File: config.mk
export PLATFORM = sky130hd
export DESIGN_NAME = dif3d_front
export DESIGN_NICKNAME = d
export VERILOG_FILES = /design/src/design/dif3d_pkg.sv /design/src/design/dif3d_front.sv
export SDC_FILE = /design/constraint.sdc
export NUM_CORES = 1
export LEC_CHECK = 0
export BUFFER_PORTS_ARGS = -buffer_cell sky130_fd_sc_hd__buf_2
export CELL_PAD_IN_SITES_DETAIL_PLACEMENT = 1
export CELL_PAD_IN_SITES_GLOBAL_PLACEMENT = 2
export CORE_MARGIN = 4
export CORE_UTILIZATION = 46
export CTS_CLUSTER_DIAMETER = 50
export DETAILED_ROUTE_END_ITERATION = 10
export GPL_TIMING_DRIVEN = 0
export PLACE_DENSITY = 0.78
export SETUP_SLACK_MARGIN = 0.02
export SLEW_MARGIN = 20
export SYNTH_ARGS = -nofsm -noshare
export SYNTH_HDL_FRONTEND = slang
export SYNTH_SLANG_ARGS = --single-unit
File: constraint.sdc
create_clock -name clk -period 4.05 [get_ports clk]
set_clock_uncertainty 0.05 [all_clocks]
set_input_delay 1.0125 -clock clk [delete_from_list [all_inputs] [get_ports clk]]
set_output_delay 1.0125 -clock clk [all_outputs]
set_load 0.1 [all_outputs]
File: src/design/dif3d_pkg.sv
`default_nettype none
// ----------------------------------------------------------------------------
// dif3d_pkg: shared types and constants of the 3D diffusion stencil core
// Grid geometry, address layout, command format and coordinate helpers.
// ----------------------------------------------------------------------------
package dif3d_pkg;

	// grid geometry
	localparam int SIZE_X = 16;
	localparam int SIZE_Y = 16;
	localparam int SIZE_Z = 16;

	localparam int POS_W  = 4;   // width of a coordinate on the input port
	localparam int CX_W   = $clog2(SIZE_X);
	localparam int CY_W   = $clog2(SIZE_Y);
	localparam int CZ_W   = $clog2(SIZE_Z);

	localparam int POINTS    = SIZE_X * SIZE_Y * SIZE_Z;
	localparam int PT_W      = $clog2(POINTS);
	localparam int ADDR_W    = PT_W + 1;          // bank bit on top
	localparam int RAM_DEPTH = 2 ** ADDR_W;

	// a 4-bit coordinate needs at most this many subtractions of the smallest axis
	localparam int WRAP_STEPS = 5;

	localparam int DATA_W = 32;
	localparam int GAIN_W = 16;
	localparam logic [GAIN_W-1:0] GAIN_RESET = 16'd655;

	// queues
	localparam int CMDQ_DEPTH = 4;
	localparam int CMDQ_PW    = $clog2(CMDQ_DEPTH);
	localparam int CMDQ_CNT_W = $clog2(CMDQ_DEPTH + 1);
	localparam int OUTQ_DEPTH = 8;
	localparam int OQ_PW      = $clog2(OUTQ_DEPTH);
	localparam int OQ_CNT_W   = $clog2(OUTQ_DEPTH + 1);

	// request codes on the input port
	localparam logic [1:0] REQ_LOAD   = 2'd0;
	localparam logic [1:0] REQ_UPDATE = 2'd1;
	localparam logic [1:0] REQ_SWAP   = 2'd2;

	// configuration register indexes
	localparam logic [1:0] CFG_GAIN_X = 2'd0;
	localparam logic [1:0] CFG_GAIN_Y = 2'd1;
	localparam logic [1:0] CFG_GAIN_Z = 2'd2;

	typedef logic [CX_W-1:0] cx_t;
	typedef logic [CY_W-1:0] cy_t;
	typedef logic [CZ_W-1:0] cz_t;
	typedef logic [PT_W-1:0] pt_t;

	typedef enum logic [1:0] {
		KIND_LOAD,
		KIND_UPDATE,
		KIND_SWAP
	} kind_t;

	// one classified request, coordinates already wrapped
	typedef struct packed {
		kind_t                    kind;
		cx_t                      x;
		cx_t                      xp;
		cx_t                      xm;
		cy_t                      y;
		cy_t                      yp;
		cy_t                      ym;
		cz_t                      z;
		cz_t                      zp;
		cz_t                      zm;
		logic signed [DATA_W-1:0] value;
	} cmd_t;

	// centre and its six neighbors
	typedef struct packed {
		logic signed [DATA_W-1:0] c;
		logic signed [DATA_W-1:0] xp;
		logic signed [DATA_W-1:0] xm;
		logic signed [DATA_W-1:0] yp;
		logic signed [DATA_W-1:0] ym;
		logic signed [DATA_W-1:0] zp;
		logic signed [DATA_W-1:0] zm;
	} stencil_t;

	// reduce a port coordinate below the axis size by repeated subtraction
	function automatic logic [7:0] wrap_coord(logic [POS_W-1:0] pos, logic [7:0] size);
		logic [7:0] r;
		r = {4'b0000, pos};
		for (int i = 0; i < WRAP_STEPS; i++) begin
			if (r >= size) begin
				r = r - size;
			end
		end
		return r;
	endfunction

	// point index within one bank: (x * SIZE_Y + y) * SIZE_Z + z
	function automatic pt_t point_index(cx_t x, cy_t y, cz_t z);
		pt_t r;
		r = (PT_W'(x) * PT_W'(SIZE_Y) + PT_W'(y)) * PT_W'(SIZE_Z) + PT_W'(z);
		return r;
	endfunction

endpackage
`default_nettype wire

File: src/design/dif3d_front.sv
`default_nettype none
// ----------------------------------------------------------------------------
// dif3d_front: request intake
// Decodes the request, wraps coordinates and neighbors, queues the command.
// ----------------------------------------------------------------------------
module dif3d_front import dif3d_pkg::*; (
	input  logic                     clk,
	input  logic                     arst_n,
	input  logic                     in_valid,
	output logic                     in_stall,
	input  logic [1:0]               req_type,
	input  logic [POS_W-1:0]         x_pos,
	input  logic [POS_W-1:0]         y_pos,
	input  logic [POS_W-1:0]         z_pos,
	input  logic signed [DATA_W-1:0] sample_value,
	output logic                     cmd_valid,
	output cmd_t                     cmd,
	input  logic                     cmd_pop
);

	cx_t   x, xp, xm;
	cy_t   y, yp, ym;
	cz_t   z, zp, zm;
	kind_t kind;
	logic  push;
	cmd_t  entry;

	cmd_t                  cq_mem_q [CMDQ_DEPTH];
	logic [CMDQ_PW-1:0]    cq_wr_q;
	logic [CMDQ_PW-1:0]    cq_rd_q;
	logic [CMDQ_CNT_W-1:0] cq_cnt_q;

	assign x = CX_W'(wrap_coord(x_pos, 8'(SIZE_X)));
	assign y = CY_W'(wrap_coord(y_pos, 8'(SIZE_Y)));
	assign z = CZ_W'(wrap_coord(z_pos, 8'(SIZE_Z)));

	assign xp = (x == CX_W'(SIZE_X - 1)) ? '0 : x + CX_W'(1);
	assign xm = (x == '0) ? CX_W'(SIZE_X - 1) : x - CX_W'(1);
	assign yp = (y == CY_W'(SIZE_Y - 1)) ? '0 : y + CY_W'(1);
	assign ym = (y == '0) ? CY_W'(SIZE_Y - 1) : y - CY_W'(1);
	assign zp = (z == CZ_W'(SIZE_Z - 1)) ? '0 : z + CZ_W'(1);
	assign zm = (z == '0) ? CZ_W'(SIZE_Z - 1) : z - CZ_W'(1);

	assign in_stall = (cq_cnt_q == CMDQ_CNT_W'(CMDQ_DEPTH));

	// unused request codes are taken and dropped
	always_comb begin
		push = 1'b0;
		kind = KIND_LOAD;
		if (in_valid && !in_stall) begin
			unique case (req_type)
				REQ_LOAD: begin
					push = 1'b1;
					kind = KIND_LOAD;
				end
				REQ_UPDATE: begin
					push = 1'b1;
					kind = KIND_UPDATE;
				end
				REQ_SWAP: begin
					push = 1'b1;
					kind = KIND_SWAP;
				end
				default: begin
					push = 1'b0;
				end
			endcase
		end
	end

	always_comb begin
		entry.kind  = kind;
		entry.x     = x;
		entry.xp    = xp;
		entry.xm    = xm;
		entry.y     = y;
		entry.yp    = yp;
		entry.ym    = ym;
		entry.z     = z;
		entry.zp    = zp;
		entry.zm    = zm;
		entry.value = sample_value;
	end

	always_ff @(posedge clk or negedge arst_n) begin
		if (!arst_n) begin
			cq_wr_q  <= '0;
			cq_rd_q  <= '0;
			cq_cnt_q <= '0;
		end else begin
			if (push) begin
				cq_wr_q <= cq_wr_q + CMDQ_PW'(1);
			end
			if (cmd_pop) begin
				cq_rd_q <= cq_rd_q + CMDQ_PW'(1);
			end
			case ({push, cmd_pop})
				2'b10:   cq_cnt_q <= cq_cnt_q + CMDQ_CNT_W'(1);
				2'b01:   cq_cnt_q <= cq_cnt_q - CMDQ_CNT_W'(1);
				default: cq_cnt_q <= cq_cnt_q;
			endcase
		end
	end

	always_ff @(posedge clk) begin
		if (push) begin
			cq_mem_q[cq_wr_q] <= entry;
		end
	end

	assign cmd_valid = (cq_cnt_q != '0);
	assign cmd       = cq_mem_q[cq_rd_q];

endmodule
`default_nettype wire

==> key figures, run 1 <==
GRT
  – Initial antenna violation count: 0
  – GR Util All Layers: 0.161
  – Overflow after GRT: 0
  – Pin count of the biggest net entering global routing: 43
  – Number of global-route vias before repair: 5793
  – First-pass GRT wire length: 32.8 mm

Timing
  – Final Max Slew Viols: 0
  – Max Freq: 264 MHz
  – RSZ-0062 raised after global routing: false
  – Hold Vio Cnt, Final: 0
  – Least-Margin Pin Slew: between 0.7 and 0.8 ns
  – Final worst-path cycle share: 0.935
  – Final worst path period need: 3.79 ns
  – Max-slew headroom: 0.515
  – Final Setup Violations: 0

Clock tree
  – CTS H-tree depth: 1
  – CTS root buf: clkbuf_16
  – Hold-fix buffer count after cts: 0
  – Clock sinks: 287
  – Number of gates resized after CTS: 0
  – Cts bufs inserted: 30
  – Clock latency on the worst-skew pair: 0.53 ns
  – Clock buffer depth: 3
  – Post-CTS setup buffers: 0
  – CTS tree: built
  – Clk slew on worst S/H paths: 0.06 ns

Die
  – Row cnt: 56
  – Die width: 162 µm
  – Number of I/O pins: ~120
  – Die area: ~26000 µm²
  – Die height: 162 µm
  – Initial core utilization: 0.466
  – Placeable Area: between 20000 and 25000 µm²

Route
  – First DRT Iteration DRCs: 281
  – Final routed DRC violation total: 0
  – Wire per inst: about 22 µm
  – Final WL: 20.7 mm
  – Routed Antenna Nets: 0
  – Via Count: roughly 5100
  – Drt pass-1 iters: 4
  – Via-to-Cell Ratio: roughly 5.3

Logic synthesis
  – Synth unique cells: 30
  – Syn Inst Count: 466
  – Yosys top cell by area: edfxtp_1
  – Synth top area share: 0.771
  – Synth top area cells: edfxtp_1 77%, mux4_2 14%, dfrtp_1 1.6%
  – Seq cells post-synth: 287
  – Syn Area/Cell: 23.4 µm²
  – Post-synth EDFFs: 280
  – Leading cell types by count after synthesis: 280 x edfxtp_1, 70 x mux4_2, 19 x inv_1
  – Top-count cell post-synth: edfxtp_1
  – Syn nets: 531
  – Synth Warn #: 0
  – Main synth FF type: edfxtp_1
  – Mapped Area: 10900 µm²
  – Post-synth ARST share: 0.0244
  – Seq/Total Area, Yosys: 0.787

Final layout
  – Share of layout cells above drive strength 1: 0.393
  – Util after Layout: 0.556
  – Number of antenna repair diodes: 0
  – Register area: about 8600 µm²
  – Multi-input gate area: 2170 µm²
  – P&R area growth vs syn: 19.2%
  – Final #Nets: 689
  – Layout fillers: ~2100

Critical path
  – Critical path startpoint: cq_rd_q[1]
  – Worst-path fanout max: 10
  – CP required: 2.99 ns
  – Endpoint class of the critical path: primary output
  – WP data arrival: 2.72 ns
  – Reg2reg start: cq_cnt_q[1]
  – Critical path class: reg -> out
  – Type of origin of the critical path: flip-flop

Hold path
  – Hold Path Class: in -> async

Status
  – Status: completed

Flow run
  – Max cap viols: 0

Placement
  – Port Buffers: 121
  – DPL Wire Length: roughly 13 mm
  – Global placement routability congestion: around 0.76
layout make-up:
type / instances / share of cell area
Tap cell: 319 / 0.0307
Buffer: 17 / 0.00654
Inverter: 19 / 0.00548
Sequential cell: 287 / 0.660
Clock buffer: 35 / 0.0608
Timing Repair Buffer: 126 / 0.0548
Clock inverter: 17 / 0.0145
Multi-Input combinational cell: 143 / 0.167
routing by layer:
layer,vias up,part of all wire,global-route usage
met2,130,0.53,0.284
li1,2269,-,-
met4,0,0.013,0.0381
met3,21,0.048,0.0279
met5,-,0,0
met1,2709,0.41,0.213
cells by family (layout without fill, tap and decap cells):
family | count (synthesis) | in the layout | share of synthesized area
flops | 287 | 287 | 0.787
xor+xnor | 9 | 9 | 0.00723
compound gates | 28 | 28 | 0.0166
simple gates | 20 | 20 | 0.0109
fa+ha+maj | 15 | 15 | 0.0179
mux | 71 | 71 | 0.146
buf+inv | 36 | 214 | 0.0143
cell usage in the layout, fill, tap and decap left out, drive strengths merged, types with 3 or more instances in the layout:
master	synthesis	layout
bufinv	0	4
a41oi	3	3
ha	14	14
clkbuf	7	42
buf	10	136
clkinv	0	10
mux4	70	70
nor3	3	3
nand2	4	4
and2	4	4
a31oi	3	3
nor2b	3	3
o21bai	3	3
a21o	3	3
edfxtp	280	280
a21oi	9	9
inv	19	20
o41ai	3	3
xnor2	3	3
xor2	6	6
o21ai	4	4
dfrtp	7	7
registers in the layout (all words and copies together), names as in the netlist:
signal,count
cq_cnt_q,3
cq_rd_q,2
cq_mem_q,280
cq_wr_q,2
through the flow:
stage | TNS (ns) | hold WS [ns] | worst slack, ns | area, µm² | cells
after floorplan | 0 | 0.398 | 0.583 | 10900 | 466
after global placement | -59.78 | 0.419 | -0.860 | 11900 | 906
after detailed placement | 0 | 0.447 | 0.743 | 12000 | 911
after CTS | 0 | 0.234 | 0.155 | 13000 | 963
after global routing | 0 | 0.243 | 0.0998 | 13000 | 963
final | 0 | 0.260 | 0.264 | 13000 | 963
worst paths after layout:
| kind | slack (ns) | depth (start not counted) | endpoint |
|---|---|---|---|
| setup reg to reg | 1.64 | 10 | cq_cnt_q[2] |
| hold reg to reg | 0.44 | 1 | cq_cnt_q[2] |
| hold / removal | 0.26 | 1 | cq_rd_q[1] |
| max in group asynchronous | 3.52 | 1 | cq_cnt_q[2] |
| setup / recovery | 0.26 | 4 | cmd[57] |
| min in group clk | 0.44 | 1 | cq_cnt_q[2] |
worst max-delay path, stage by stage (launching register included):
cell,delay [ns]
dfrtp_1,0.32
clkbuf_1,0.48
clkbuf_1,0.58
mux4_2,0.37
buf_2,0.44
Power of run 1 is left out: the tool's default activity adds up to more than one toggle a clock period on the data nets, which glitch-free logic cannot reach.
==> run 2, diff against run 1 <==
--- a/config.mk
+++ b/config.mk
@@ -13,7 +13,7 @@
 export CTS_CLUSTER_DIAMETER = 50
 export DETAILED_ROUTE_END_ITERATION = 10
 export GPL_TIMING_DRIVEN = 0
-export PLACE_DENSITY = 0.78
+export PLACE_DENSITY_LB_ADDON = 0.1
 export SETUP_SLACK_MARGIN = 0.02
 export SLEW_MARGIN = 20
 export SYNTH_ARGS = -nofsm -noshare
==> run 2 against run 1 <==
Fmax is 1.3% higher. Clock-buffer cell count grew 5. Sequential cell count unchanged. Design area increased by 1.2%. Via count is 0.12% higher. Critical path depth did not move. Sequential share of layout area down 0.80 points. Worst hold slack better by 0.045 ns. Die area did not move. Non-clock buffer count decreased by 1. Register-to-register slack better by 0.02 ns. First-iteration DRC count rose by 16%. Critical endpoint is now cmd[53].
==> key figures, run 2 (same netlist as run 1, synthesis figures left out) <==
Status
  – Status: completed

Clock tree
  – CTS H-tree depth: 2 (+1)
  – Post-CTS setup buffers: 0 (unchanged)
  – Number of gates resized after CTS: 0 (unchanged)
  – Clk slew on worst S/H paths: 0.05 ns (about the same)
  – Cts bufs inserted: 36 (+20%)
  – Clock sinks: 287 (unchanged)
  – CTS root buf: clkbuf_16
  – Clock buffer depth: 3 (unchanged)
  – Hold-fix buffer count after cts: 0 (unchanged)
  – CTS tree: built
  – Clock latency on the worst-skew pair: 0.49 ns (-0.04 ns)

Timing
  – Max Freq: 268 MHz (+1.3%)
  – Final Max Slew Viols: 0 (unchanged)
  – Least-Margin Pin Slew: 0.707 ns (-0.0120 ns)
  – Final worst-path cycle share: 0.923 (-0.0124)
  – Hold Vio Cnt, Final: 0 (unchanged)
  – RSZ-0062 raised after global routing: false
  – Max-slew headroom: 0.529 (+0.0143)
  – Final worst path period need: 3.74 ns (-0.0502 ns)
  – Hold slack: 0.305 ns (+0.0449 ns)
  – Final Setup Violations: 0 (unchanged)

Die
  – Die area: 26200 µm² (unchanged)
  – Initial core utilization: 0.466 (unchanged)
  – Die height: 162 µm (unchanged)
  – Placeable Area: 23400 µm² (unchanged)
  – Row cnt: 56 (unchanged)
  – Number of I/O pins: 122 (unchanged)
  – Die width: 162 µm (unchanged)

Critical path
  – Type of origin of the critical path: flip-flop
  – Most used cell, CP: clkbuf_1
  – WP data arrival: 2.67 ns (-0.05 ns)
  – Top Family by Delay on Critical Path: buffers and inverters
  – Endpoint class of the critical path: primary output
  – Crit path cell chain: clkbuf_1 -> clkbuf_1 -> mux4_2 -> buf_2
  – Critical path class: reg -> out
  – Buffer and inverter count on the worst path: 3 (unchanged)
  – CP required: 2.99 ns (about the same)
  – Worst-path fanout max: 10 (unchanged)
  – Critical path's slowest cell: clkbuf_1
  – Slowest stage delay, CP: 0.61 ns (+0.03 ns)

Final layout
  – Number of antenna repair diodes: 0 (unchanged)
  – P&R area growth vs syn: 20.7%
  – Final #Nets: 694 (+0.73%)
  – Top reg by flops: cq_mem_q
  – Most common cell after layout, fill and taps aside: edfxtp_1
  – Most frequent cells in the layout: 280 x edfxtp_1, 129 x buf_2, 70 x mux4_2
  – Share of layout cells above drive strength 1: 0.406 (+0.0130)
  – Max reg flops: 280 (unchanged)
  – Biggest regs: cq_mem_q (280), cq_cnt_q (3)

GRT
  – Number of global-route vias before repair: 5831 (+0.66%)
  – Pin count of the biggest net entering global routing: 38 (-12%)
  – Initial antenna violation count: 0 (unchanged)
  – Overflow after GRT: 0 (unchanged)
  – GR Util All Layers: 0.165 (+0.00383)
  – First-pass GRT wire length: 33.2 mm (+1.2%)

Route
  – Via Count: 5135 (+0.12%)
  – Drt pass-1 iters: 4 (unchanged)
  – First DRT Iteration DRCs: 325 (+16%)
  – Via-to-Cell Ratio: 5.28 (-0.81%)
  – Final WL: 21.3 mm (+2.6%)
  – Wire per inst: 21.9 µm (+1.6%)
  – Final routed DRC violation total: 0 (unchanged)
  – Routed Antenna Nets: 0 (unchanged)

Placement
  – Global placement routability congestion: 0.746 (-1.7%)
  – DPL Wire Length: 13.0 mm (-2.3%)
  – Port Buffers: 121 (unchanged)

Hold path
  – Hold Path Class: in -> async

Flow run
  – Max cap viols: 0 (unchanged)
run 2: layout make-up:
cell class / instances / area, µm²
flip-flops and latches: 287 / 8580
multi-input cells: 143 / 2170
clock buffers: 40 / 937
clock inverters: 22 / 221
inverters: 19 / 71.3
repair buffers: 125 / 693
well taps: 319 / 399
fillers: 2103 / 10200
plain buffers: 17 / 85.1
run 2: through the flow:
stage / setup TNS [ns] / instances / utilization / setup WS (ns) / cell area, µm²
floorplan: 0 / 466 / - / 0.583 / 10900
global placement: -65.70 / 906 / 0.509 / -0.944 / 11900
detailed placement: 0 / 910 / 0.513 / 0.737 / 12000
CTS: 0 / 972 / 0.562 / 0.199 / 13200
global route: 0 / 972 / 0.562 / 0.158 / 13200
finish: 0 / 972 / 0.562 / 0.314 / 13200
run 2: final timing paths:
check                            start     endpoint  slack, ns  cells after the start
min in group clk           cq_cnt_q[2]  cq_cnt_q[2]       0.44                      1
min reg2reg                cq_cnt_q[2]  cq_cnt_q[2]       0.44                      1
max in group asynchronous       arst_n   cq_rd_q[1]       3.48                      1
max                         cq_rd_q[1]      cmd[53]       0.31                      4
min                             arst_n   cq_wr_q[1]       0.31                      1
max reg2reg                cq_cnt_q[1]  cq_cnt_q[2]       1.66                     10
run 2: per-layer routing:
| layer | GRT usage | up-vias | wire length, µm |
|---|---|---|---|
| met3 | 0.0393 | 32 | 1200 |
| met1 | 0.222 | 2683 | 8980 |
| met4 | 0.0458 | 0 | 420 |
| met5 | 0 | - | 0 |
| li1 | - | 2285 | - |
| met2 | 0.275 | 135 | 10700 |
run 2: worst reg2reg max path: stages (launching register included):
cell and delay, ns:
dfrtp_1 0.40, or3b_1 0.43, and3_1 0.20, buf_6 0.13, inv_1 0.05, ha_1 0.19
inv_1 0.06, fa_1 0.38, xor2_1 0.17, nor2_1 0.11, xor2_1 0.15
Power of run 2 is left out for the same reason.
==> run 3, diff against run 2 <==
--- a/config.mk
+++ b/config.mk
@@ -14,6 +14,7 @@
 export DETAILED_ROUTE_END_ITERATION = 10
 export GPL_TIMING_DRIVEN = 0
 export PLACE_DENSITY_LB_ADDON = 0.1
+export RECOVER_POWER = 25
 export SETUP_SLACK_MARGIN = 0.02
 export SLEW_MARGIN = 20
 export SYNTH_ARGS = -nofsm -noshare
==> run 3 against run 2 <==
Design area fell by 0.39%. Sequential share of layout area rose by 0.26 points. Wire length fell by 0.12%. Register-to-register slack barely moved. Fmax rose by 0.15%. Utilization fell by 0.22 points. Global-route usage did not move.
==> key figures, run 3 (same netlist as run 1, synthesis figures left out) <==
Flow run
  – Max cap viols: 0 (unchanged)

Clock tree
  – Clock buffer depth: 3 (unchanged)
  – Post-CTS setup buffers: 0 (unchanged)
  – Cts bufs inserted: 36 (unchanged)
  – Hold-fix buffer count after cts: 0 (unchanged)
  – CTS tree: built
  – CTS root buf: clkbuf_16
  – Clk slew on worst S/H paths: 0.05 ns (about the same)
  – CTS H-tree depth: 2 (unchanged)
  – Clock latency on the worst-skew pair: 0.49 ns (about the same)
  – Number of gates resized after CTS: 0 (unchanged)
  – Clock sinks: 287 (unchanged)

Timing
  – Final Max Slew Viols: 0 (unchanged)
  – RSZ-0062 raised after global routing: false
  – Max Freq: 268 MHz (+0.15%)
  – Max-slew headroom: 0.529 (about the same)
  – Final worst-path cycle share: 0.921 (-0.00138)
  – Final Setup Violations: 0 (unchanged)
  – Hold Vio Cnt, Final: 0 (unchanged)
  – Final worst path period need: 3.73 ns (-0.00561 ns)
  – Least-Margin Pin Slew: 0.707 ns (-0.0000555 ns)
  – Setup TNS Final: 0 ns (unchanged)

Die
  – Row cnt: 56 (unchanged)
  – Die area: 26200 µm² (unchanged)
  – Initial core utilization: 0.466 (unchanged)
  – Number of I/O pins: 122 (unchanged)
  – Die width: 162 µm (unchanged)
  – Placeable Area: 23400 µm² (unchanged)
  – Die height: 162 µm (unchanged)

Route
  – Final WL: 21.3 mm (-0.12%)
  – Via-to-Cell Ratio: 5.30 (+0.41%)
  – Met1 Wirelength: 8.98 mm (about the same)
  – Routed Antenna Nets: 0 (unchanged)
  – Wire per inst: 21.9 µm (-0.12%)
  – Final routed DRC violation total: 0 (unchanged)
  – Via Count: 5156 (+0.41%)
  – Drt pass-1 iters: 4 (unchanged)
  – Routed met3 length: 1.21 mm (+0.50%)
  – First DRT Iteration DRCs: 308 (-5.2%)
  – DR WL met2: 10.6 mm (-0.33%)
  – Top Metal Used: met4

GRT
  – GR Util All Layers: 0.165 (unchanged)
  – Initial antenna violation count: 0 (unchanged)
  – Overflow after GRT: 0 (unchanged)
  – First-pass GRT wire length: 33.2 mm (unchanged)
  – Pin count of the biggest net entering global routing: 38 (unchanged)
  – Number of global-route vias before repair: 5831 (unchanged)

Final layout
  – Biggest regs: cq_mem_q (280), cq_cnt_q (3)
  – P&R area growth vs syn: 20.2%
  – Top reg by flops: cq_mem_q
  – Post-Layout Cell Count: 972 (unchanged)
  – Most frequent cells in the layout: 280 x edfxtp_1, 88 x buf_2, 70 x mux4_2
  – Share of layout cells above drive strength 1: 0.343 (-0.0628)
  – Most common cell after layout, fill and taps aside: edfxtp_1
  – Final #Nets: 694 (unchanged)
  – Number of antenna repair diodes: 0 (unchanged)
  – Max reg flops: 280 (unchanged)

Critical path
  – Critical Path Sink: cmd[53]
  – CP required: 2.99 ns (about the same)
  – Critical path class: reg -> out
  – R2R Path End: cq_cnt_q[2]
  – WP data arrival: 2.67 ns (about the same)
  – R2R Setup Slk: 1.66 ns (about the same)
  – R2R cell count: 10 (unchanged)
  – Endpoint class of the critical path: primary output
  – Type of origin of the critical path: flip-flop
  – Reg2reg start: cq_cnt_q[1]
  – Worst-path fanout max: 10 (unchanged)
  – Critical path startpoint: cq_rd_q[1]

Placement
  – DPL Wire Length: 13.0 mm (unchanged)
  – Placed Instances: 910 (unchanged)
  – Port Buffers: 121 (unchanged)
  – Global placement routability congestion: 0.746 (unchanged)

Status
  – Status: completed

Hold path
  – Hold Path Class: in -> async
-- run 3: cell types whose count changed in the layout (fill, tap and decap cells not counted) --
cell      delta
buf_2       -41
clkbuf_1    +41
-- run 3: worst max-delay path: stages, from the launching register on --
cell,delay (ns)
dfrtp_1,0.31
clkbuf_1,0.45
clkbuf_1,0.61
mux4_2,0.35
buf_2,0.45
-- run 3: metrics by stage --
step	hold WS (ns)	setup slack (ns)	util	cell area, µm²
2_1_floorplan	0.398	0.583	-	10900
3_3_place_gp	0.418	-0.944	0.509	11900
3_5_place_dp	0.424	0.737	0.513	12000
4_1_cts	0.281	0.199	0.562	13200
5_1_grt	0.400	0.158	0.560	13100
6_report	0.382	0.319	0.560	13100
-- run 3: layout make-up --
cell class | instances | area [µm²]
buffer | 17 | 85.1
sequential | 287 | 8580
clock inverter | 22 | 221
inverter | 19 | 71.3
timing repair buffer | 125 | 642
tap | 319 | 399
clock buffer | 40 | 937
fill | 2113 | 10300
multi-input combinational | 143 | 2170
-- run 3: metal layers --
metal	GRT usage	up-vias
met3	0.0393	32
met4	0.0458	0
met2	0.275	140
met5	0	-
li1	-	2282
met1	0.222	2702
-- run 3: how the worst min path moves through the flow --
| stage | start | endpoint | slack, ns | depth (start not counted) |
|---|---|---|---|---|
| 2_1_floorplan | cq_cnt_q[2] | cq_cnt_q[2] | 0.40 | 1 |
| 3_3_place_gp | cq_cnt_q[2] | cq_cnt_q[2] | 0.42 | 1 |
| 3_5_place_dp | cq_cnt_q[2] | cq_cnt_q[2] | 0.42 | 1 |
| 4_1_cts | arst_n | cq_rd_q[0] | 0.28 | 1 |
| 5_1_grt | arst_n | cq_rd_q[0] | 0.40 | 1 |
| 6_report | arst_n | cq_wr_q[1] | 0.38 | 1 |
Power of run 3 is left out for the same reason.
